--- src/design/tcg_pkg.sv ---
// Package for the text cell glyph renderer.
// Glyph geometry, derived widths, item codes and the job record passed
// from the front end to the back end. No dependencies.
package tcg_pkg;

	// Glyph geometry
	localparam int GLYPH_W     = 8;
	localparam int GLYPH_H     = 8;
	localparam int CELL_PIXELS = GLYPH_W * GLYPH_H;
	localparam int STORE_DEPTH = 256 * CELL_PIXELS;
	localparam int ST_AW       = $clog2(STORE_DEPTH);

	// Counter widths inside a glyph
	localparam int U_W = (GLYPH_W > 1) ? $clog2(GLYPH_W) : 1;
	localparam int V_W = (GLYPH_H > 1) ? $clog2(GLYPH_H) : 1;

	// Framebuffer line length and pixel row widths
	localparam int LINE_W = 8 + $clog2(GLYPH_W);
	localparam int PROW_W = 8 + $clog2(GLYPH_H);

	// Field widths
	localparam int PIXA_W  = 22;
	localparam int COLOR_W = 24;
	localparam int CHAN_W  = 8;

	// Item modes
	localparam logic MODE_LOAD   = 1'b0;
	localparam logic MODE_RENDER = 1'b1;

	// Job queue between front and back
	localparam int QUEUE_DEPTH = 2;
	localparam int QPTR_W      = 1;
	localparam int QCNT_W      = 2;

	// One classified item
	typedef struct packed {
		logic                render;
		logic [ST_AW-1:0]    waddr;
		logic [7:0]          coverage;
		logic [7:0]          symbol;
		logic [PIXA_W-1:0]   base;
		logic [LINE_W-1:0]   line;
		logic [COLOR_W-1:0]  fore;
		logic [COLOR_W-1:0]  back;
	} tcg_job_t;

endpackage

--- src/design/tcg_ifs.sv ---
// Channel interfaces of the text cell glyph renderer: input items,
// output pixels and the columns register write channel.
// Depends on tcg_pkg.
interface tcg_item_if;
	import tcg_pkg::*;

	logic               valid;
	logic               ready;
	logic               mode;
	logic [7:0]         symbol;
	logic [2:0]         glyph_col;
	logic [2:0]         glyph_row;
	logic [7:0]         coverage;
	logic [7:0]         cell_col;
	logic [7:0]         cell_row;
	logic [COLOR_W-1:0] fore_color;
	logic [COLOR_W-1:0] back_color;

	modport source (
		output valid, mode, symbol, glyph_col, glyph_row, coverage,
		       cell_col, cell_row, fore_color, back_color,
		input  ready
	);
	modport sink (
		input  valid, mode, symbol, glyph_col, glyph_row, coverage,
		       cell_col, cell_row, fore_color, back_color,
		output ready
	);
endinterface


--- src/design/tcg_front.sv ---
// Front end: accepts input items, drops out-of-glyph loads, and works out
// the store write address or the cell's base framebuffer address.
// Depends on tcg_pkg and tcg_ifs.
module tcg_front (
	input  logic                clk,
	input  logic                arst_n,
	tcg_item_if.sink            item_in,
	input  logic [7:0]          columns,
	output tcg_pkg::tcg_job_t   job,
	output logic                job_valid,
	input  logic                job_ready
);
	import tcg_pkg::*;

	logic              vld_s1;
	tcg_job_t          job_s1;
	tcg_job_t          job_d;
	logic              keep;
	logic              accept;
	logic [LINE_W-1:0] line;
	logic [PROW_W-1:0] pix_y;
	logic [PIXA_W-1:0] row_off;

	assign item_in.ready = !vld_s1 || job_ready;
	assign accept        = item_in.valid && item_in.ready;

	// Classify and precompute
	always_comb begin
		line    = LINE_W'(columns) * LINE_W'(GLYPH_W);
		pix_y   = PROW_W'(item_in.cell_row) * PROW_W'(GLYPH_H);
		row_off = PIXA_W'(pix_y) * PIXA_W'(line);
		keep    = (item_in.mode == MODE_RENDER) ||
		          (({1'b0, item_in.glyph_col} < 4'(GLYPH_W)) &&
		           ({1'b0, item_in.glyph_row} < 4'(GLYPH_H)));
		job_d.render   = (item_in.mode == MODE_RENDER);
		job_d.waddr    = ST_AW'(item_in.symbol) * ST_AW'(CELL_PIXELS)
		               + ST_AW'(item_in.glyph_row) * ST_AW'(GLYPH_W)
		               + ST_AW'(item_in.glyph_col);
		job_d.coverage = item_in.coverage;
		job_d.symbol   = item_in.symbol;
		job_d.base     = row_off + PIXA_W'(item_in.cell_col) * PIXA_W'(GLYPH_W);
		job_d.line     = line;
		job_d.fore     = item_in.fore_color;
		job_d.back     = item_in.back_color;
	end

	// Stage valid
	always_ff @(posedge clk or negedge arst_n) begin
		if (!arst_n) begin
			vld_s1 <= 1'b0;
		end else if (accept) begin
			vld_s1 <= keep;
		end else if (job_ready) begin
			vld_s1 <= 1'b0;
		end
	end

	// Stage payload
	always_ff @(posedge clk) begin
		if (accept) begin
			job_s1 <= job_d;
		end
	end

	assign job       = job_s1;
	assign job_valid = vld_s1;

endmodule

--- src/flat_wrapper.sv ---
// flat-port wrapper written by rule: the top's interface ports become plain ports
module tcg_front_flat import tcg_pkg::*;
  (clk, arst_n, columns, job, job_valid, job_ready, item_in_valid, item_in_mode, item_in_symbol, item_in_glyph_col, item_in_glyph_row, item_in_coverage, item_in_cell_col, item_in_cell_row, item_in_fore_color, item_in_back_color, item_in_ready);
  tcg_item_if item_in_i ();
  input  logic clk;
  input  logic arst_n;
  input  logic [7:0] columns;
  output tcg_pkg::tcg_job_t job;
  output logic job_valid;
  input  logic job_ready;
  input wire logic [$bits(item_in_i.valid)-1:0] item_in_valid;
  input wire logic [$bits(item_in_i.mode)-1:0] item_in_mode;
  input wire logic [$bits(item_in_i.symbol)-1:0] item_in_symbol;
  input wire logic [$bits(item_in_i.glyph_col)-1:0] item_in_glyph_col;
  input wire logic [$bits(item_in_i.glyph_row)-1:0] item_in_glyph_row;
  input wire logic [$bits(item_in_i.coverage)-1:0] item_in_coverage;
  input wire logic [$bits(item_in_i.cell_col)-1:0] item_in_cell_col;
  input wire logic [$bits(item_in_i.cell_row)-1:0] item_in_cell_row;
  input wire logic [$bits(item_in_i.fore_color)-1:0] item_in_fore_color;
  input wire logic [$bits(item_in_i.back_color)-1:0] item_in_back_color;
  output wire logic [$bits(item_in_i.ready)-1:0] item_in_ready;
  assign item_in_i.valid = item_in_valid;
  assign item_in_i.mode = item_in_mode;
  assign item_in_i.symbol = item_in_symbol;
  assign item_in_i.glyph_col = item_in_glyph_col;
  assign item_in_i.glyph_row = item_in_glyph_row;
  assign item_in_i.coverage = item_in_coverage;
  assign item_in_i.cell_col = item_in_cell_col;
  assign item_in_i.cell_row = item_in_cell_row;
  assign item_in_i.fore_color = item_in_fore_color;
  assign item_in_i.back_color = item_in_back_color;
  assign item_in_ready = item_in_i.ready;
  tcg_front u_core (.clk(clk), .arst_n(arst_n), .item_in(item_in_i), .columns(columns), .job(job), .job_valid(job_valid), .job_ready(job_ready));
endmodule
--- config.mk ---
export PLATFORM = sky130hd
export DESIGN_NAME = tcg_front_flat
export DESIGN_NICKNAME = d
export VERILOG_FILES = /design/src/design/tcg_pkg.sv /design/src/design/tcg_ifs.sv /design/src/design/tcg_front.sv /design/src/flat_wrapper.sv
export SDC_FILE = /design/constraint.sdc
export NUM_CORES = 1
export LEC_CHECK = 0
export BUFFER_PORTS_ARGS = -buffer_cell sky130_fd_sc_hd__buf_2
export CAP_MARGIN = 5
export CORE_UTILIZATION = 50
export CTS_BUF_LIST = sky130_fd_sc_hd__clkbuf_16
export DETAILED_ROUTE_END_ITERATION = 10
export GPL_ROUTABILITY_DRIVEN = 1
export PLACE_DENSITY = 0.81
export SKIP_LAST_GASP = 1
export SYNTH_ARGS = -nofsm -noshare
export SYNTH_HDL_FRONTEND = slang
export SYNTH_SLANG_ARGS = --single-unit
--- constraint.sdc ---
create_clock -name clk -period 4.35 [get_ports clk]
set_clock_uncertainty 0.2 [all_clocks]
set_input_delay 0.87 -clock clk [delete_from_list [all_inputs] [get_ports clk]]
set_output_delay 0.87 -clock clk [all_outputs]
set_load 0.01 [all_outputs]
=== After elaboration in Yosys (flattened, before gate mapping) ===
Cells that the tools add are included.

* Add/subtract/negate cells: 3
* Multipliers: 1
* Divide/modulo/power cells: 0
* Magnitude comparators: 0
* Equality and inequality tests: 0
* Shifts and indexed selects: 0
* Muxes and demuxes: 2
* Bitwise logic cells: 0
* Reduce and logical (&&, ||, !) cells: 4

{| class="wikitable"
|+ Operator list
! operator !! number
|-
| $add 22x11->22 || 1
|-
| $mul 8x8->16 || 1
|-
| $add 14x3->14 || 1
|-
| $add 14x6->14 || 1
|-
| $mux 1 || 2
|-
| $reduce_bool 2->1 || 1
|-
| $logic_and 1x1->1 || 1
|-
| $logic_not 1->1 || 1
|-
| $logic_or 1x1->1 || 1
|}

* Register bits: 110
* Bits in latches: 0
* RAM bits: 0
* ROM bits: 0
* Bits of input ports: 99
* Output and inout port bits: 114
* Logic and storage cells: 19
* Memories kept: 0

=== Longest topological paths before layout ===
* Word-level depth: 4
* Gate-level depth with buffers: 18
* Depth with buffers taken out: 17

=== Worst setup path before layout ===
OpenSTA, ideal clock, no wires.

* Path type: input to register
* From: input item_in_cell_row[2]
* To: register u_core.job_s1, in the netlist u_core.job[77], data pin
* Setup time: 0.260 ns
* Arrival time: 4.991 ns
* Data required time: 3.890 ns
* Setup slack: -1.100 ns
* Stages on the path: 16
* Path buffers: 1
* Cells stage by stage: and2_1 > fa_1 > fa_1 > fa_1 > inv_1 > fa_1 > inv_1 > ha_1 > buf_2 > or3b_2 > o311a_1 > nand3_4 > o2111ai_4 > or4_1 > nand4_1 > xnor2_1

{| class="wikitable"
|+ RTL lines
! element !! line !! RTL
|-
| from (decl) || flat_wrapper.sv:18 || <nowiki>input wire logic [$bits(item_in_i.cell_row)-1:0] item_in_cell_row;</nowiki>
|-
| to (signal assigned) || tcg_front.sv:61 || <nowiki>job_s1 <= job_d;</nowiki>
|-
| to (decl) || tcg_front.sv:16 || <nowiki>tcg_job_t job_s1;</nowiki>
|}

==> qor.txt <==
Startpoint types -> input pin
Clock Root Buffer -> clkbuf_16
Pleak -> 3.71 nW
Post-synthesis instance total -> 427
DRC viols -> 0
Clock transition at path regs -> 70 ps
PnR worst setup slack -> -703 ps
Layout cells sized above 1 -> 0.504
Largest net degree at the start of global routing -> 73
Die area -> 0.0119 mm2
Die Y-Extent -> 109 um
Total number of vias -> 4,277
Crit path required time -> 4240 ps
Fin crit share -> 1.16
Top_reg_cell synth -> edfxtp_1
Post-detailed-routing wire length -> 13,700 um
Post-synthesis sequential area ratio -> 0.519
Total number of yosys warnings -> 0
Setup CP Type -> input pin to flip-flop
IO buf count -> 206
Number of routed nets with antenna violations -> 0
Worst r2r path cells -> 3
Unrepaired setup endpoints after global routing -> true
1st-iter DRT viols -> 229
Final number of hold-violating endpoints -> 0
Layout net count -> 886
Row count -> 38
Status -> complete, but fails checks
Peak supply drop -> 0.000303 V
GRT Overall Usage -> 0.232
Post-layout util -> 0.740
Routability congestion estimate -> 0.875
CTS tree -> yes
Setup TNS -> -4390 ps
Clock latency on the worst-skew pair -> 340 ps
Horiz. Die Dim -> 109 um
Io pins -> 213
Synth top area share -> 0.514
First-pass GRT wire length -> 20,800 um
CTS sink cnt -> 99
Avg Vias per Cell -> 5.01
CP Data Arrival Time -> 4940 ps
TritonCTS Buffers -> 9
Fin crit period -> 5050 ps
Cell type with the highest aggregate area in the netlist -> edfxtp_1
Avg Inst Size Synth -> 13.4 um2
Worst R2R Setup Slack -> 2140 ps
Failing checks -> setup timing
Avg WL per Cell -> 16.1 um
ANT cells -> 0
Post-synth top cells -> 98 x edfxtp_1, 56 x and2_1, 56 x inv_1
Hold_buf cts -> 0
Slew @ Worst Pin -> 957 ps
Worst slew margin -> 0.362
Peak Freq -> 198 MHz
Worst Setup End Kind -> flip-flop
Ys async rst share -> 0.0101
Vias in the first global route -> 4,380
Final setup fails -> 9
Area grow syn2layout -> 42.1%
Crit Path Max Fanout -> 6
CTS Buffer Depth -> 2
Seq cells post-synth -> 99
Hpwl dp -> 10,300 um
Reg2reg start -> u_core.job_valid
DR pass1 iterations -> 4
Power Dens Cells -> 554 mW/mm2
Fillers -> 734
Antenna violations before repair -> 0
Max-slew violation count -> 0
Post-synthesis cell area -> 0.00572 mm2
H-tree depth -> 3
Count leader, synth -> edfxtp_1
EDFF count, synth -> 98
Max Cap Viol -> 0
HP Class -> input pin to asynchronous set/reset pin
Placeable Area -> 0.0110 mm2
Largest cells by area after synthesis -> edfxtp_1 51%, fa_1 13%, ha_1 9.0%, and2_1 6.1%, inv_1 3.7%
Total power -> 4.50 mW
Initial Util -> 0.521
Worst R2R End -> u_core.job[72]
Synth cell types -> 44
Congestion Overflow GR -> 0
logic make-up (layout without fill, tap and decap cells):
group | count (synthesis) | in the layout | share of synthesized area
DFF | 99 | 99 | 0.519
and+or+nand+nor | 105 | 105 | 0.109
xor gates and xnor gates | 22 | 22 | 0.0337
other | 1 | 6 | 0.000656
adders and majority gates | 78 | 78 | 0.219
AOI/OAI and AO/OA | 50 | 50 | 0.0604
buffers and inverters | 72 | 354 | 0.0580
layer usage:
| layer | global-route usage | wire (um) | vias to the layer above |
|---|---|---|---|
| met5 | 0 | 0 | - |
| met4 | 0.0830 | 321 | 0 |
| met3 | 0.0526 | 916 | 20 |
| met2 | 0.436 | 7560 | 132 |
| met1 | 0.252 | 4930 | 2114 |
| li1 | - | - | 2011 |
stage by stage:
step	hold slack (ps)	setup WS, ps	std cells	instance area (um2)
3_5_place_dp	328	-1230	824	7450
3_3_place_gp	315	-1140	824	7450
2_1_floorplan	374	-936	432	5900
5_1_grt	71.7	-828	854	8130
6_report	88.8	-703	854	8130
4_1_cts	75.4	-684	846	7940
repair_timing:
action,in CTS,in global routing
setup buffers,6,9
pin swaps,32,9
gates resized for setup,37,28
endpoints found under the setup margin,11,11
cell type report:
type                       instances  area (um2)  share of cell area
sequential                        99        2970               0.365
multi-input combinational        261        2750               0.339
timing repair buffer             282        1710               0.210
clock buffer                       9         225              0.0277
inverter                          56         210              0.0259
tap                              140         175              0.0216
clock inverter                     7        83.8              0.0103
registers in the layout (all words and copies together) (netlist names):
signal,flops
u_core.job,98
u_core.job_valid,1
power breakdown:
group          leakage, nW  switching, mW  internal, mW  total (mW)
logic                 2.63           1.23          1.23        2.46
clock network        0.142          0.356         0.456       0.812
registers            0.944         0.0221          1.21        1.23
total                 3.71           1.61          2.89        4.50
placed cells by master, fill, tap and decap left out, types with 3 or more instances in the layout:
cell type and count:
nor2_1 4, ha_1 34, conb_1 6, xor2_2 3
xor2_1 3, nand2_1 14, fa_2 4, nand2_2 4
clkbuf_16 9, nand4_1 3, ha_4 6, inv_2 5
buf_4 72, fa_1 33, clkinvlp_4 3, and2_1 50
o21ai_0 3, o21ai_2 4, xnor2_1 15, and2_4 6
buf_6 11, nand3_1 3, inv_1 51, buf_2 195
nand2b_1 3, nand2_4 3, a21oi_1 12, edfxtp_1 98
worst max-delay path: stages:
cell and delay, ps:
buf_12 90, nand2_4 50, fa_1 500, fa_1 530
inv_1 50, fa_1 500, inv_1 50, fa_1 520
inv_2 50, ha_4 300, nand2_4 50, or4_4 520
nand3_4 110, o2111ai_4 100, buf_6 150, or3_1 300
nand4_1 120, xnor2_1 70
how the worst max path moves through the flow:
| stage | start | endpoint | slack (ps) | cells after the start |
|---|---|---|---|---|
| floorplan | columns[2] | u_core.job[77] | -940 | 16 |
| global placement | columns[5] | u_core.job[77] | -1140 | 17 |
| detailed placement | columns[5] | u_core.job[77] | -1230 | 17 |
| CTS | item_in_cell_row[2] | u_core.job[77] | -680 | 15 |
| global route | columns[3] | u_core.job[80] | -830 | 17 |
| finish | columns[2] | u_core.job[77] | -700 | 18 |
(Power assumes the default switching activity.)
