$ cat src/design/tcg_pkg.sv
// Package for the text cell glyph renderer.
// Glyph geometry, derived widths, item codes and the job record passed
// from the front end to the back end. No dependencies.
package tcg_pkg;

	// Glyph geometry
	localparam int GLYPH_W     = 8;
	localparam int GLYPH_H     = 8;
	localparam int CELL_PIXELS = GLYPH_W * GLYPH_H;
	localparam int STORE_DEPTH = 256 * CELL_PIXELS;
	localparam int ST_AW       = $clog2(STORE_DEPTH);

	// Counter widths inside a glyph
	localparam int U_W = (GLYPH_W > 1) ? $clog2(GLYPH_W) : 1;
	localparam int V_W = (GLYPH_H > 1) ? $clog2(GLYPH_H) : 1;

	// Framebuffer line length and pixel row widths
	localparam int LINE_W = 8 + $clog2(GLYPH_W);
	localparam int PROW_W = 8 + $clog2(GLYPH_H);

	// Field widths
	localparam int PIXA_W  = 22;
	localparam int COLOR_W = 24;
	localparam int CHAN_W  = 8;

	// Item modes
	localparam logic MODE_LOAD   = 1'b0;
	localparam logic MODE_RENDER = 1'b1;

	// Job queue between front and back
	localparam int QUEUE_DEPTH = 2;
	localparam int QPTR_W      = 1;
	localparam int QCNT_W      = 2;

	// One classified item
	typedef struct packed {
		logic                render;
		logic [ST_AW-1:0]    waddr;
		logic [7:0]          coverage;
		logic [7:0]          symbol;
		logic [PIXA_W-1:0]   base;
		logic [LINE_W-1:0]   line;
		logic [COLOR_W-1:0]  fore;
		logic [COLOR_W-1:0]  back;
	} tcg_job_t;

endpackage

$ cat src/design/tcg_queue.sv
// Short job queue between front and back ends.
// Depends on tcg_pkg.
module tcg_queue (
	input  logic                clk,
	input  logic                arst_n,
	input  tcg_pkg::tcg_job_t   push_job,
	input  logic                push_valid,
	output logic                push_ready,
	output tcg_pkg::tcg_job_t   pop_job,
	output logic                pop_valid,
	input  logic                pop_ready
);
	import tcg_pkg::*;

	tcg_job_t          slot_q [QUEUE_DEPTH];
	logic [QPTR_W-1:0] wptr_q;
	logic [QPTR_W-1:0] rptr_q;
	logic [QCNT_W-1:0] count_q;
	logic              do_push;
	logic              do_pop;

	assign push_ready = (count_q != QCNT_W'(QUEUE_DEPTH));
	assign pop_valid  = (count_q != '0);
	assign do_push    = push_valid && push_ready;
	assign do_pop     = pop_valid && pop_ready;
	assign pop_job    = slot_q[rptr_q];

	// Pointers and fill count
	always_ff @(posedge clk or negedge arst_n) begin
		if (!arst_n) begin
			wptr_q  <= '0;
			rptr_q  <= '0;
			count_q <= '0;
		end else begin
			if (do_push) begin
				wptr_q <= wptr_q + 1'b1;
			end
			if (do_pop) begin
				rptr_q <= rptr_q + 1'b1;
			end
			if (do_push && !do_pop) begin
				count_q <= count_q + 1'b1;
			end else if (do_pop && !do_push) begin
				count_q <= count_q - 1'b1;
			end
		end
	end

	// Slots
	always_ff @(posedge clk) begin
		if (do_push) begin
			slot_q[wptr_q] <= push_job;
		end
	end

endmodule

$ cat config.mk
export PLATFORM = sky130hd
export DESIGN_NAME = tcg_queue
export DESIGN_NICKNAME = d
export VERILOG_FILES = /design/src/design/tcg_pkg.sv /design/src/design/tcg_queue.sv
export SDC_FILE = /design/constraint.sdc
export NUM_CORES = 1
export LEC_CHECK = 0
export ABC_CLOCK_PERIOD_IN_PS = 6550
export BUFFER_PORTS_ARGS = -buffer_cell sky130_fd_sc_hd__buf_4
export CAP_MARGIN = 25
export CELL_PAD_IN_SITES_DETAIL_PLACEMENT = 0
export CELL_PAD_IN_SITES_GLOBAL_PLACEMENT = 2
export CORE_UTILIZATION = 39
export DETAILED_ROUTE_END_ITERATION = 8
export PLACE_DENSITY_LB_ADDON = 0.05
export SLEW_MARGIN = 15
export SYNTH_ARGS = -nofsm -noshare
export SYNTH_HDL_FRONTEND = slang
export SYNTH_SLANG_ARGS = --single-unit
export TNS_END_PERCENT = 100
$ cat constraint.sdc
create_clock -name clk -period 6.55 [get_ports clk]
set_input_delay 1.6375 -clock clk [delete_from_list [all_inputs] [get_ports clk]]
set_output_delay 1.6375 -clock clk [all_outputs]
set_load 0.005 [all_outputs]
==> After elaboration in Yosys (flattened, before gate mapping) <==
Memories as Yosys holds them, arrays and structs flattened.
Cells that the tools add are included.
{ "totals": {"mem_count": 1, "ramBits": 224, "output_inout_bits": 114, "reg_bits": 4, "elab_cells": 21, "inputBits": 116} }
{ "op_classes": {"addsub": 4, "eq_ne": 1, "mux": 4, "reduce_logical": 8} }
{ "mem_list": {"columns": ["memory", "words", "word_bits", "rd", "rd_clocked_by_memory_dff", "wr", "line", "source"], "rows": [
  ["slot_q", 2, 112, 1, 0, 1, "tcg_queue.sv:15", "tcg_job_t slot_q [QUEUE_DEPTH];"]
]} }
{ "op_table": {"columns": ["op", "count"], "rows": [
  ["$logic_and 1x1->1", 4],
  ["$mux 2", 2],
  ["$reduce_bool 2->1", 2],
  ["$add 1x1->1 const B", 2],
  ["$add 2x1->2 const B", 1],
  ["$logic_not 1->1", 2],
  ["$mux 1", 2],
  ["$ne 2x2->1 const B", 1],
  ["$sub 2x1->2 const B", 1]
]} }

==> Logic depth before layout (Yosys ltp) <==
Gate-level depths: netlist of run 1.
{ "depth": {"word_depth": 6, "depth_mapped": 7, "mapped_depth_nobuf": 7} }

==> Least setup slack after synthesis of run 1 <==
No wires, ideal clock.
{ "synth_path": {"path_kind": "input to register", "start": "input port push_valid", "end": "memory slot_q[0][0] (netlist name) (enable)", "setup_time_ns": 0.584, "arrival_ns": 6.385, "slack_ns": -0.419, "stages": 2, "t_required_ns": 5.966, "n_path_buf": 0, "cell_sequence": "nand2_1 nor2_1"} }
{ "synth_via": {"elab_chain_len": 3} }
{ "synth_lines": {"columns": ["element", "line", "source"], "rows": [
  ["from (decl)", "tcg_queue.sv:7", "input logic push_valid,"],
  ["$logic_and 1x1->1", "tcg_queue.sv:24", "assign do_push = push_valid && push_ready;"],
  ["$mux 1", "tcg_queue.sv:51", "if (do_push) begin"],
  ["$mux 1 (not written as such)", "tcg_queue.sv:52", "slot_q[wptr_q] <= push_job;"],
  ["to (decl)", "tcg_queue.sv:15", null]
]} }
No other way between the ends.

==> results of run 1 <==
## cell usage after synthesis
cell	number
sky130_fd_sc_hd__buf_6	8
sky130_fd_sc_hd__or2_2	1
sky130_fd_sc_hd__edfxtp_1	224
sky130_fd_sc_hd__nand2_1	2
sky130_fd_sc_hd__and3_1	1
sky130_fd_sc_hd__xnor2_1	3
sky130_fd_sc_hd__mux2_4	70
sky130_fd_sc_hd__buf_2	4
sky130_fd_sc_hd__nand2b_1	1
sky130_fd_sc_hd__mux2_2	42
sky130_fd_sc_hd__inv_1	1
sky130_fd_sc_hd__ha_1	1
sky130_fd_sc_hd__nor2_1	2
sky130_fd_sc_hd__dfrtp_1	4
sky130_fd_sc_hd__buf_8	1
sky130_fd_sc_hd__xor2_1	2
## flip-flops by register name, summed over array words and instances, names as in the netlist
name,count
rptr_q,1
count_q,2
slot_q,224
wptr_q,1
## kinds of logic after synthesis
logic type               synth area share
flip-flops                          0.797
multiplexers                        0.178
adder cells (fa/ha/maj)           0.00146
AND/OR/NAND/NOR                   0.00394
XOR/XNOR                          0.00511
buffers and inverters              0.0150
## layout make-up
class / instances / area (um2) / area share
clock buffer: 38 / 704 / 0.0619
clock inverter: 6 / 80.1 / 0.00703
inverter: 1 / 3.75 / 0.000330
multi-input combinational: 125 / 1630 / 0.143
sequential: 228 / 6830 / 0.600
tap: 275 / 344 / 0.0302
timing repair buffer: 233 / 1790 / 0.158
## where the power goes
part,switching (mW),internal [mW]
Combinational,0.642,0.906
Sequential,0.113,2.00
Clock,0.508,0.813
Total,1.26,3.72
## critical path: cells and delay by family (launching register included)
kind / cells / cell delay [ps]
flip-flops: 1 / 710
multiplexers: 1 / 420
buffers and inverters: 2 / 690
## per-layer routing
| layer | wire (um) | share of wire | track usage |
|---|---|---|---|
| met2 | 7970 | 0.50 | 0.227 |
| met1 | 6290 | 0.40 | 0.167 |
| met4 | 214 | 0.014 | 0.0369 |
| met5 | 0 | 0 | 0 |
| met3 | 1370 | 0.087 | 0.0458 |
## path summary, 6_finish.rpt
| check | start | endpoint |
|---|---|---|
| max in group asynchronous | arst_n | rptr_q$_DFFE_PN0P_ |
| setup reg to reg | count_q[0]$_DFFE_PN0P_ | slot_q[1][30]$_DFFE_PP_ |
| min in group asynchronous | arst_n | wptr_q$_DFFE_PN0P_ |
| hold reg to reg | count_q[1]$_DFFE_PN0P_ | count_q[1]$_DFFE_PN0P_ |
| setup / recovery | rptr_q$_DFFE_PN0P_ | pop_job[94] |
| hold / removal | count_q[1]$_DFFE_PN0P_ | count_q[1]$_DFFE_PN0P_ |
## cell usage in the layout (no fill, tap or decap), drive strengths merged
| master | count |
|---|---|
| and3 | 1 |
| buf | 233 |
| bufinv | 2 |
| clkbuf | 38 |
| clkinv | 3 |
| clkinvlp | 1 |
| dfrtp | 4 |
| edfxtp | 224 |
| ha | 1 |
| inv | 1 |
| mux2 | 112 |
| nand2 | 2 |
| nand2b | 1 |
| nor2 | 2 |
| or2 | 1 |
| xnor2 | 3 |
| xor2 | 2 |
## per-stage QoR
stage	cells	utilization	setup WS, ps
final	906	0.535	2530
after global routing	906	0.535	2410
after CTS	906	0.535	2470
after global placement	861	0.497	2880
after detailed placement	862	0.498	2840
after floorplan	367	-	1470
==> reports/metrics.json, run 1 <==
{
  "run_status": {"value": "complete, no violations"},
  "maximum_number_of_pins_on_one_net_before_global_route_repair": {"value": 86},
  "r2r_setup_slack": {"value": 4010, "unit": "ps"},
  "dieWidth": {"value": 150, "unit": "um"},
  "cts-hold-fix-buffers": {"value": 0},
  "finalNetCount": {"value": 730},
  "setup_viol": {"value": 0},
  "via_count_of_the_first_global_routing_pass": {"value": 4190},
  "syn_area": {"value": 8570, "unit": "um2"},
  "nFillCells": {"value": 1733},
  "slew_violations": {"value": 0},
  "global_route.usage.total": {"value": 0.135},
  "ff2ff_path_depth": {"value": 3},
  "cap_viol_max_count": {"value": 0},
  "clk_latency": {"value": 500, "unit": "ps"},
  "grt-ovfl-total": {"value": 0},
  "netlist.top_cell.by_area": {"value": "sky130_fd_sc_hd__edfxtp_1"},
  "hpwl": {"value": 10300, "unit": "um"},
  "clock_buffer_count_from_cts": {"value": 24},
  "cp_cell_sequence": {"value": "buf_12, mux2_2, buf_4"},
  "synth-seq-area-share": {"value": 0.797},
  "initial_utilization": {"value": 0.403},
  "route.antenna.remaining_nets": {"value": 0},
  "h-tree-depth": {"value": 1},
  "worst_slew_pin_slew": {"value": 920, "unit": "ps"},
  "critPathCaptureType": {"value": "output port"},
  "post_dp_cell_area": {"value": 10600, "unit": "um2"},
  "cts_tree": {"value": "yes"},
  "drt-wirelength-per-cell": {"value": 17.5, "unit": "um"},
  "postCtsSetupBuffers": {"value": 0},
  "cts_buffer_depth": {"value": 3},
  "grt_pass1_wl": {"value": 22800, "unit": "um"},
  "crit_path_top_delay_cell": {"value": "sky130_fd_sc_hd__dfrtp_4"},
  "start_kind": {"value": "register"},
  "fp.dieArea": {"value": 22600, "unit": "um2"},
  "dieHeight": {"value": 150, "unit": "um"},
  "power_per_cell_area": {"value": 438, "unit": "nW/um2"},
  "place_congestion": {"value": 0.689},
  "rsz_0062_raised_after_global_routing": {"value": "no"},
  "critical_path.max_stage_delay": {"value": 710, "unit": "ps"},
  "vias_per_instance": {"value": 4.54},
  "antenna_cells": {"value": 0},
  "drive_above_1_share": {"value": 0.604},
  "drt_drc_violations_left": {"value": 0},
  "worst_ep_arrival_time": {"value": 2390, "unit": "ps"},
  "ir_worst_vdd": {"value": 0.397, "unit": "mV"},
  "period_needed": {"value": 4020, "unit": "ps"},
  "final_design_area_no_fill": {"value": 11400, "unit": "um2"},
  "worst-setup-path-type": {"value": "register to output port"},
  "num_io_pins": {"value": 230},
  "detail_route.first_pass.iterations": {"value": 4},
  "period_utilization": {"value": 0.614},
  "design.core.area": {"value": 21300, "unit": "um2"},
  "setup-tns-final": {"value": 0, "unit": "ps"},
  "synth.area.top_cells": {"value": "sky130_fd_sc_hd__edfxtp_1 78%, sky130_fd_sc_hd__mux2_4 12%, sky130_fd_sc_hd__mux2_2 5.5%"},
  "p_total": {"value": 4.98, "unit": "mW"},
  "cts.repair.resized": {"value": 0},
  "max_freq": {"value": 0.249, "unit": "GHz"},
  "clock-skew-final": {"value": 7.41, "unit": "ps"},
  "finalHoldViolations": {"value": 0},
  "ys_types": {"value": 16},
  "synth.avg_cell_area": {"value": 23.4, "unit": "um2"},
  "whs_path_depth": {"value": 1},
  "hp-class": {"value": "register to register"},
  "power.leakage": {"value": 4.43, "unit": "nW"},
  "antenna_found_initial": {"value": 0},
  "clock_sinks": {"value": 228},
  "yosys.area.top_type_share": {"value": 0.785},
  "root_buffer": {"value": "sky130_fd_sc_hd__clkbuf_16"},
  "placement_row_count": {"value": 53},
  "synth_register_bits": {"value": 228},
  "drt_iter0_markers": {"value": 117},
  "synth_cells": {"value": 367},
  "vias": {"value": 4113},
  "worst-path-max-fanout": {"value": 85},
  "areaGrowthSynthToFinish": {"value": 32.8, "unit": "%"},
  "drt_wl_total": {"value": 15900, "unit": "um"},
  "critical_path_required": {"value": 4910, "unit": "ps"},
  "io_buffers": {"value": 229},
  "yosysWarnings": {"value": 0},
  "cts.clk_slew.worst_paths": {"value": 50, "unit": "ps"},
  "maxSlewHeadroom": {"value": 0.387},
  "synth_nets": {"value": 484},
  "min_hold_slack": {"value": 529, "unit": "ps"}
}
Note: power is estimated with default switching activity, not from simulation.
==> inputs of run 2 (changes only) <==
--- a/config.mk
+++ b/config.mk
@@ -5,12 +5,12 @@
 export SDC_FILE = /design/constraint.sdc
 export NUM_CORES = 1
 export LEC_CHECK = 0
-export ABC_CLOCK_PERIOD_IN_PS = 6550
+export ABC_CLOCK_PERIOD_IN_PS = 3400
 export BUFFER_PORTS_ARGS = -buffer_cell sky130_fd_sc_hd__buf_4
 export CAP_MARGIN = 25
 export CELL_PAD_IN_SITES_DETAIL_PLACEMENT = 0
 export CELL_PAD_IN_SITES_GLOBAL_PLACEMENT = 2
-export CORE_UTILIZATION = 39
+export CORE_UTILIZATION = 35
 export DETAILED_ROUTE_END_ITERATION = 8
 export PLACE_DENSITY_LB_ADDON = 0.05
 export SLEW_MARGIN = 15
==> constraint.sdc (replaced) <==
create_clock -name clk -period 3.4 [get_ports clk]
set_input_delay 0.85 -clock clk [delete_from_list [all_inputs] [get_ports clk]]
set_output_delay 0.85 -clock clk [all_outputs]
set_load 0.005 [all_outputs]
==> run 2 against run 1 <==
  * Clock power increased by 82%
  * Via count increased by 1.5%
  * Clock skew about the same
  * Global-route usage decreased by 0.96 points
  * Utilization decreased by 5.4 points
  * Non-clock buffer count increased by 3
  * Final cell count increased by 5.1%
  * Sequential power increased by 89%
  * Worst hold slack got worse by 400 ps
  * Largest power group unchanged
==> reports/metrics.json, run 2 (synthesis gave the netlist of run 1 again) <==
{
  "cts-hold-fix-buffers": {"value": 0, "change": "unchanged"},
  "dieHeight": {"value": 158, "unit": "um", "change": "+5.5%"},
  "finalNetCount": {"value": 734, "change": "+0.55%"},
  "areaGrowthSynthToFinish": {"value": 33.3, "unit": "%"},
  "largest_register_ff_count": {"value": 224, "change": "unchanged"},
  "drive_above_1_share": {"value": 0.602, "change": "-0.00191"},
  "fp.dieArea": {"value": 25100, "unit": "um2", "change": "+11%"},
  "dieWidth": {"value": 158, "unit": "um", "change": "+5.5%"},
  "worst_ep_arrival_time": {"value": 1890, "unit": "ps", "change": "-500 ps"},
  "antenna_cells": {"value": 0, "change": "unchanged"},
  "reg.largest.list": {"value": "slot_q: 224 flops, count_q: 2 flops"},
  "clk_latency": {"value": 500, "unit": "ps", "change": "about the same"},
  "drt_iter0_markers": {"value": 184, "change": "+57%"},
  "start_kind": {"value": "register"},
  "maximum_number_of_pins_on_one_net_before_global_route_repair": {"value": 65, "change": "-24%"},
  "cts_tree": {"value": "yes"},
  "cap_viol_max_count": {"value": 0, "change": "unchanged"},
  "worst-path-buf-inv": {"value": 2, "change": "unchanged"},
  "root_buffer": {"value": "sky130_fd_sc_hd__clkbuf_16"},
  "io_buffers": {"value": 229, "change": "unchanged"},
  "vias_per_instance": {"value": 4.39, "change": "-3.4%"},
  "detail_route.first_pass.iterations": {"value": 4, "change": "unchanged"},
  "cpLargestDelayFamily": {"value": "buffers and inverters"},
  "area.sequential": {"value": 6830, "unit": "um2", "change": "unchanged"},
  "period_needed": {"value": 2740, "unit": "ps"},
  "clock-skew-final": {"value": 7.11, "unit": "ps", "change": "-0.307 ps"},
  "rsz_0062_raised_after_global_routing": {"value": "no"},
  "worst-path-max-fanout": {"value": 64, "change": "-25%"},
  "cts.clk_slew.worst_paths": {"value": 60, "unit": "ps", "change": "about the same"},
  "worst-setup-path-type": {"value": "register to output port"},
  "power.leakage": {"value": 4.42, "unit": "nW", "change": "-0.17%"},
  "postCtsSetupBuffers": {"value": 0, "change": "unchanged"},
  "drt_drc_violations_left": {"value": 0, "change": "unchanged"},
  "crit_path_top_delay_cell": {"value": "sky130_fd_sc_hd__dfrtp_4"},
  "h-tree-depth": {"value": 1, "change": "unchanged"},
  "initial_utilization": {"value": 0.361, "change": "-0.0418"},
  "global_route.usage.total": {"value": 0.126, "change": "-0.00964"},
  "route.antenna.remaining_nets": {"value": 0, "change": "unchanged"},
  "most_frequent_cells_in_the_layout": {"value": "231 x sky130_fd_sc_hd__buf_4, 224 x sky130_fd_sc_hd__edfxtp_1, 70 x sky130_fd_sc_hd__mux2_4"},
  "maxSlewHeadroom": {"value": 0.592, "change": "+0.206"},
  "vias": {"value": 4176, "change": "+1.5%"},
  "drt_wl_total": {"value": 16400, "unit": "um", "change": "+3.7%"},
  "timing.critical_path.depth": {"value": 3, "change": "unchanged"},
  "place_congestion": {"value": 0.672, "change": "-2.5%"},
  "top_register": {"value": "slot_q"},
  "max_freq": {"value": 0.365, "unit": "GHz"},
  "cp_cell_sequence": {"value": "buf_12, mux2_2, buf_4"},
  "period_utilization": {"value": 0.805},
  "design.core.area": {"value": 23800, "unit": "um2", "change": "+12%"},
  "critical_path.max_stage_delay": {"value": 440, "unit": "ps", "change": "-270 ps"},
  "grt-ovfl-total": {"value": 0, "change": "unchanged"},
  "placement_row_count": {"value": 56, "change": "+5.7%"},
  "critPathCaptureType": {"value": "output port"},
  "ff2ff_path_depth": {"value": 4, "change": "+1"},
  "hp-class": {"value": "input port to async pin"},
  "post-route-util": {"value": 0.481, "change": "-0.0540"},
  "drt-wirelength-per-cell": {"value": 17.3, "unit": "um", "change": "-1.3%"},
  "clock_buffer_count_from_cts": {"value": 25, "change": "+4.2%"},
  "clock_sinks": {"value": 228, "change": "unchanged"},
  "power_per_cell_area": {"value": 832, "unit": "nW/um2", "change": "+90%"},
  "layout_commonest_cell": {"value": "sky130_fd_sc_hd__buf_4"},
  "ir_worst_vdd": {"value": 0.468, "unit": "mV", "change": "+18%"},
  "hpwl": {"value": 10800, "unit": "um", "change": "+5.1%"},
  "slew_violations": {"value": 0, "change": "unchanged"},
  "run_status": {"value": "complete, no violations"},
  "finalHoldViolations": {"value": 0, "change": "unchanged"},
  "cts.repair.resized": {"value": 0, "change": "unchanged"},
  "setup_viol": {"value": 0, "change": "unchanged"},
  "via_count_of_the_first_global_routing_pass": {"value": 4323, "change": "+3.2%"},
  "cts_buffer_depth": {"value": 3, "change": "unchanged"},
  "nFillCells": {"value": 2062, "change": "+19%"},
  "setup-tns-final": {"value": 0, "unit": "ps", "change": "unchanged"},
  "critical_path_required": {"value": 2550, "unit": "ps", "change": "-2360 ps"},
  "multiInputGateArea": {"value": 1630, "unit": "um2", "change": "unchanged"},
  "antenna_found_initial": {"value": 0, "change": "unchanged"},
  "num_io_pins": {"value": 230, "change": "unchanged"},
  "worst_slew_pin_slew": {"value": 611, "unit": "ps", "change": "-309 ps"},
  "grt_pass1_wl": {"value": 23600, "unit": "um", "change": "+3.6%"}
}
-- run 2: changes by cell type in the layout (fill, tap and decap cells not counted) --
cell / change
sky130_fd_sc_hd__clkbuf_8: -3
sky130_fd_sc_hd__buf_16: -1
sky130_fd_sc_hd__clkbuf_1: -3
sky130_fd_sc_hd__bufinv_16: -1
sky130_fd_sc_hd__buf_4: +1
sky130_fd_sc_hd__clkinv_1: +5
sky130_fd_sc_hd__clkinv_2: +1
sky130_fd_sc_hd__buf_12: +3
-- run 2: worst register-to-register path: stages, from the launching register on --
cell and delay [ps]:
sky130_fd_sc_hd__dfrtp_1 400, sky130_fd_sc_hd__nand2b_1 200, sky130_fd_sc_hd__nand2_1 160, sky130_fd_sc_hd__nor2_4 480, sky130_fd_sc_hd__buf_12 350
-- run 2: final cells by class --
type | count | area share
Tap cell | 319 | 0.0350
Clock buffer | 32 | 0.0571
Sequential cell | 228 | 0.598
Inverter | 1 | 0.000329
Multi-Input combinational cell | 125 | 0.142
Timing Repair Buffer | 236 | 0.161
Clock inverter | 11 | 0.00646
-- run 2: metrics by stage --
stage | hold slack, ps | std cells | total power [mW] | setup WS (ps) | cell area (um2)
after floorplan | 456 | 367 | 5.83 | 352 | 8580
after global placement | 473 | 909 | 7.22 | 1130 | 10700
after detailed placement | 483 | 909 | 7.26 | 1110 | 10700
after CTS | 109 | 952 | 9.70 | 597 | 11400
after global routing | 111 | 952 | 10.0 | 562 | 11400
final | 133 | 952 | 9.50 | 662 | 11400
-- run 2: metal layers --
metal,up-vias,part of all wire,wire (um),track usage
li1,1948,-,-,-
met1,2044,0.38,6170,0.140
met2,154,0.50,8170,0.219
met3,30,0.099,1630,0.0498
met4,0,0.028,458,0.0421
met5,-,0,0,0
-- run 2: final timing paths --
path | from | end | slack (ps)
setup / recovery | rptr_q$_DFFE_PN0P_ | pop_job[97] | 660
max in group asynchronous | arst_n | rptr_q$_DFFE_PN0P_ | 3150
setup reg to reg | count_q[0]$_DFFE_PN0P_ | slot_q[0][108]$_DFFE_PP_ | 1440
hold reg to reg | count_q[1]$_DFFE_PN0P_ | count_q[1]$_DFFE_PN0P_ | 510
min in group clk | count_q[1]$_DFFE_PN0P_ | count_q[1]$_DFFE_PN0P_ | 510
hold / removal | arst_n | wptr_q$_DFFE_PN0P_ | 130
-- run 2: power breakdown --
group          leakage, nW  internal [mW]  switching (mW)
Clock                0.349           1.41           0.985
Sequential            2.13           3.84           0.148
Combinational         1.94           1.78            1.33
Total                 4.42           7.04            2.47
==> inputs of run 3 (changes only) <==
--- a/config.mk
+++ b/config.mk
@@ -5,7 +5,7 @@
 export SDC_FILE = /design/constraint.sdc
 export NUM_CORES = 1
 export LEC_CHECK = 0
-export ABC_CLOCK_PERIOD_IN_PS = 3400
+export ABC_CLOCK_PERIOD_IN_PS = 2500
 export BUFFER_PORTS_ARGS = -buffer_cell sky130_fd_sc_hd__buf_4
 export CAP_MARGIN = 25
 export CELL_PAD_IN_SITES_DETAIL_PLACEMENT = 0
==> constraint.sdc (replaced) <==
create_clock -name clk -period 2.5 [get_ports clk]
set_input_delay 0.625 -clock clk [delete_from_list [all_inputs] [get_ports clk]]
set_output_delay 0.625 -clock clk [all_outputs]
set_load 0.005 [all_outputs]
==> run 3 against run 2 <==
  * Worst hold slack better by 150 ps
  * Via count fell by 0.29%
  * Register-to-register slack lost 560 ps
  * Setup slack worse by 630 ps
  * Routed wire length increased by 2.1%
  * Clock power is 55% higher
  * Total power rose by 43%
  * Sequential power increased by 37%
  * Clock-buffer cell count grew 2
  * Critical path type unchanged
  * Critical endpoint is now pop_job[92]
==> reports/metrics.json, run 3 (synthesis gave the netlist of run 1 again) <==
{
  "setup_viol": {"value": 0, "change": "unchanged"},
  "maxSlewHeadroom": {"value": 0.727, "change": "+0.135"},
  "post-route-util": {"value": 0.493, "change": "+0.0122"},
  "areaGrowthSynthToFinish": {"value": 36.6, "unit": "%"},
  "io_buffers": {"value": 229, "change": "unchanged"},
  "hpwl": {"value": 10700, "unit": "um", "change": "-0.68%"},
  "min_hold_slack": {"value": 279, "unit": "ps", "change": "+146 ps"},
  "initial_utilization": {"value": 0.361, "change": "unchanged"},
  "num_io_pins": {"value": 230, "change": "unchanged"},
  "vias_per_instance": {"value": 4.35, "change": "-0.91%"},
  "finalNetCount": {"value": 736, "change": "+0.27%"},
  "antenna_found_initial": {"value": 0, "change": "unchanged"},
  "postCtsSetupBuffers": {"value": 0, "change": "unchanged"},
  "cts_buffer_depth": {"value": 3, "change": "unchanged"},
  "grt-ovfl-total": {"value": 0, "change": "unchanged"},
  "cts_tree": {"value": "yes"},
  "worst-setup-path-type": {"value": "register to output port"},
  "layout_commonest_cell": {"value": "sky130_fd_sc_hd__edfxtp_1"},
  "period_utilization": {"value": 0.986},
  "ir_worst_vdd": {"value": 0.594, "unit": "mV", "change": "+27%"},
  "via_count_of_the_first_global_routing_pass": {"value": 4338, "change": "+0.35%"},
  "antenna_cells": {"value": 0, "change": "unchanged"},
  "intPower": {"value": 10.1, "unit": "mW", "change": "+44%"},
  "worst_slew_pin_slew": {"value": 409, "unit": "ps", "change": "-202 ps"},
  "worst-path-max-fanout": {"value": 48, "change": "-25%"},
  "vias": {"value": 4164, "change": "-0.29%"},
  "place_congestion": {"value": 0.683, "change": "+1.7%"},
  "p_switching": {"value": 3.51, "unit": "mW", "change": "+42%"},
  "clock_sinks": {"value": 228, "change": "unchanged"},
  "drt_wl_total": {"value": 16800, "unit": "um", "change": "+2.1%"},
  "drt_drc_violations_left": {"value": 0, "change": "unchanged"},
  "reg.largest.list": {"value": "slot_q: 224 flops, count_q: 2 flops"},
  "root_buffer": {"value": "sky130_fd_sc_hd__clkbuf_16"},
  "share_comb_of_total_power": {"value": 0.328, "change": "about the same"},
  "finalHoldViolations": {"value": 0, "change": "unchanged"},
  "h-tree-depth": {"value": 1, "change": "unchanged"},
  "power.leakage": {"value": 4.54, "unit": "nW", "change": "+2.7%"},
  "drive_above_1_share": {"value": 0.609, "change": "+0.00687"},
  "power.switching_fraction": {"value": 0.258, "change": "-0.00171"},
  "drt-wirelength-per-cell": {"value": 17.5, "unit": "um", "change": "+1.5%"},
  "critPathCaptureType": {"value": "output port"},
  "rsz_0062_raised_after_global_routing": {"value": "yes"},
  "run_status": {"value": "complete, no violations"},
  "fp.dieArea": {"value": 25100, "unit": "um2", "change": "unchanged"},
  "worst_ep_arrival_time": {"value": 1840, "unit": "ps", "change": "-50 ps"},
  "placement_row_count": {"value": 56, "change": "unchanged"},
  "period_needed": {"value": 2460, "unit": "ps"},
  "power_per_cell_area": {"value": 1160, "unit": "nW/um2", "change": "+40%"},
  "maximum_number_of_pins_on_one_net_before_global_route_repair": {"value": 66, "change": "+1.5%"},
  "grt_pass1_wl": {"value": 23800, "unit": "um", "change": "+0.61%"},
  "setup_ws": {"value": 35.1, "unit": "ps", "change": "-627 ps"},
  "clock_buffer_count_from_cts": {"value": 26, "change": "+4.0%"},
  "cts.clk_slew.worst_paths": {"value": 60, "unit": "ps", "change": "about the same"},
  "max_freq": {"value": 0.406, "unit": "GHz"},
  "detail_route.first_pass.iterations": {"value": 4, "change": "unchanged"},
  "dieHeight": {"value": 158, "unit": "um", "change": "unchanged"},
  "slew_violations": {"value": 0, "change": "unchanged"},
  "global_route.usage.total": {"value": 0.128, "change": "+0.00193"},
  "clkPwrFrac": {"value": 0.272, "change": "+0.020"},
  "cap_viol_max_count": {"value": 0, "change": "unchanged"},
  "dieWidth": {"value": 158, "unit": "um", "change": "unchanged"},
  "top_register": {"value": "slot_q"},
  "hp-class": {"value": "input port to register"},
  "power_frac_seq": {"value": 0.400, "change": "-0.020"},
  "start_kind": {"value": "register"},
  "clock-skew-final": {"value": 16.4, "unit": "ps", "change": "+9.27 ps"},
  "setup_ws_pre_cts": {"value": 527, "unit": "ps", "change": "-582 ps"},
  "largest_register_ff_count": {"value": 224, "change": "unchanged"},
  "critical_path_required": {"value": 1880, "unit": "ps", "change": "-670 ps"},
  "clk_latency": {"value": 520, "unit": "ps", "change": "+20 ps"},
  "route.antenna.remaining_nets": {"value": 0, "change": "unchanged"},
  "most_frequent_cells_in_the_layout": {"value": "224 x sky130_fd_sc_hd__edfxtp_1, 200 x sky130_fd_sc_hd__buf_4, 71 x sky130_fd_sc_hd__mux2_4"},
  "drt_iter0_markers": {"value": 150, "change": "-18%"},
  "design.core.area": {"value": 23800, "unit": "um2", "change": "unchanged"}
}
run 3: cell count changes in the layout (fill, tap and decap cells not counted), moves of 2 or more:
cell / previous run / this run
sky130_fd_sc_hd__clkbuf_16: 25 / 27
sky130_fd_sc_hd__bufinv_16: 1 / 3
sky130_fd_sc_hd__buf_4: 231 / 200
sky130_fd_sc_hd__buf_6: 0 / 29
sky130_fd_sc_hd__clkinv_2: 2 / 4
run 3: power by group through the flow:
| stage | Combinational, mW | Sequential [mW] | Clock (mW) |
|---|---|---|---|
| 4_1_cts | 4.43 | 5.46 | 3.83 |
| 2_1_floorplan | 2.46 | 5.49 | 0 |
| 5_1_grt | 4.83 | 5.52 | 3.96 |
| 6_report | 4.47 | 5.45 | 3.71 |
| 3_3_place_gp | 4.39 | 5.49 | 0 |
| 3_5_place_dp | 4.40 | 5.53 | 0 |
run 3: cell type report:
type | count | area (um2)
fillers | 1992 | 12000
flip-flops and latches | 228 | 6830
repair buffers | 237 | 1990
multi-input cells | 125 | 1650
clock buffers | 34 | 702
well taps | 319 | 399
clock inverters | 14 | 140
inverters | 1 | 3.75
run 3: worst paths after layout:
check | slack (ps) | endpoint | start | depth (start not counted)
worst max-delay path | 40 | pop_job[92] | rptr_q$_DFFE_PN0P_ | 3
worst min-delay path | 280 | slot_q[1][10]$_DFFE_PP_ | push_job[10] | 1
worst max register to register | 880 | slot_q[0][63]$_DFFE_PP_ | count_q[0]$_DFFE_PN0P_ | 4
worst min register to register | 520 | count_q[1]$_DFFE_PN0P_ | count_q[1]$_DFFE_PN0P_ | 1
max in group asynchronous | 1940 | rptr_q$_DFFE_PN0P_ | arst_n | 2
min in group asynchronous | 440 | rptr_q$_DFFE_PN0P_ | arst_n | 2
run 3: layer usage:
| metal | routed length [um] | GRT usage | part of all wire | vias to the layer above |
|---|---|---|---|---|
| li1 | - | - | - | 1960 |
| met1 | 6410 | 0.141 | 0.38 | 2017 |
| met2 | 8270 | 0.216 | 0.49 | 158 |
| met3 | 1650 | 0.0591 | 0.098 | 29 |
| met4 | 456 | 0.0453 | 0.027 | 0 |
| met5 | 0 | 0 | 0 | - |
run 3: stage by stage:
stage | std cells | area [um2] | total power [mW] | TNS [ps]
finish | 958 | 11700 | 13.6 | 0
global route | 958 | 11700 | 14.3 | -384
global placement | 909 | 10700 | 9.88 | 0
detailed placement | 909 | 10700 | 9.93 | 0
floorplan | 367 | 8600 | 7.94 | -27830
CTS | 958 | 11600 | 13.7 | -238
run 3: critical path, stage by stage, from the launching register on:
cell and delay (ps):
sky130_fd_sc_hd__dfrtp_4 480, sky130_fd_sc_hd__buf_16 300, sky130_fd_sc_hd__mux2_2 380, sky130_fd_sc_hd__buf_4 130
run 3: repair_timing:
action,4_1_cts,5_1_grt
gates resized for setup,2,29
gates cloned,0,0
endpoints found under the hold margin,4,0
endpoints found under the setup margin,16,39
pin swaps,0,0
hold buffers,1,0
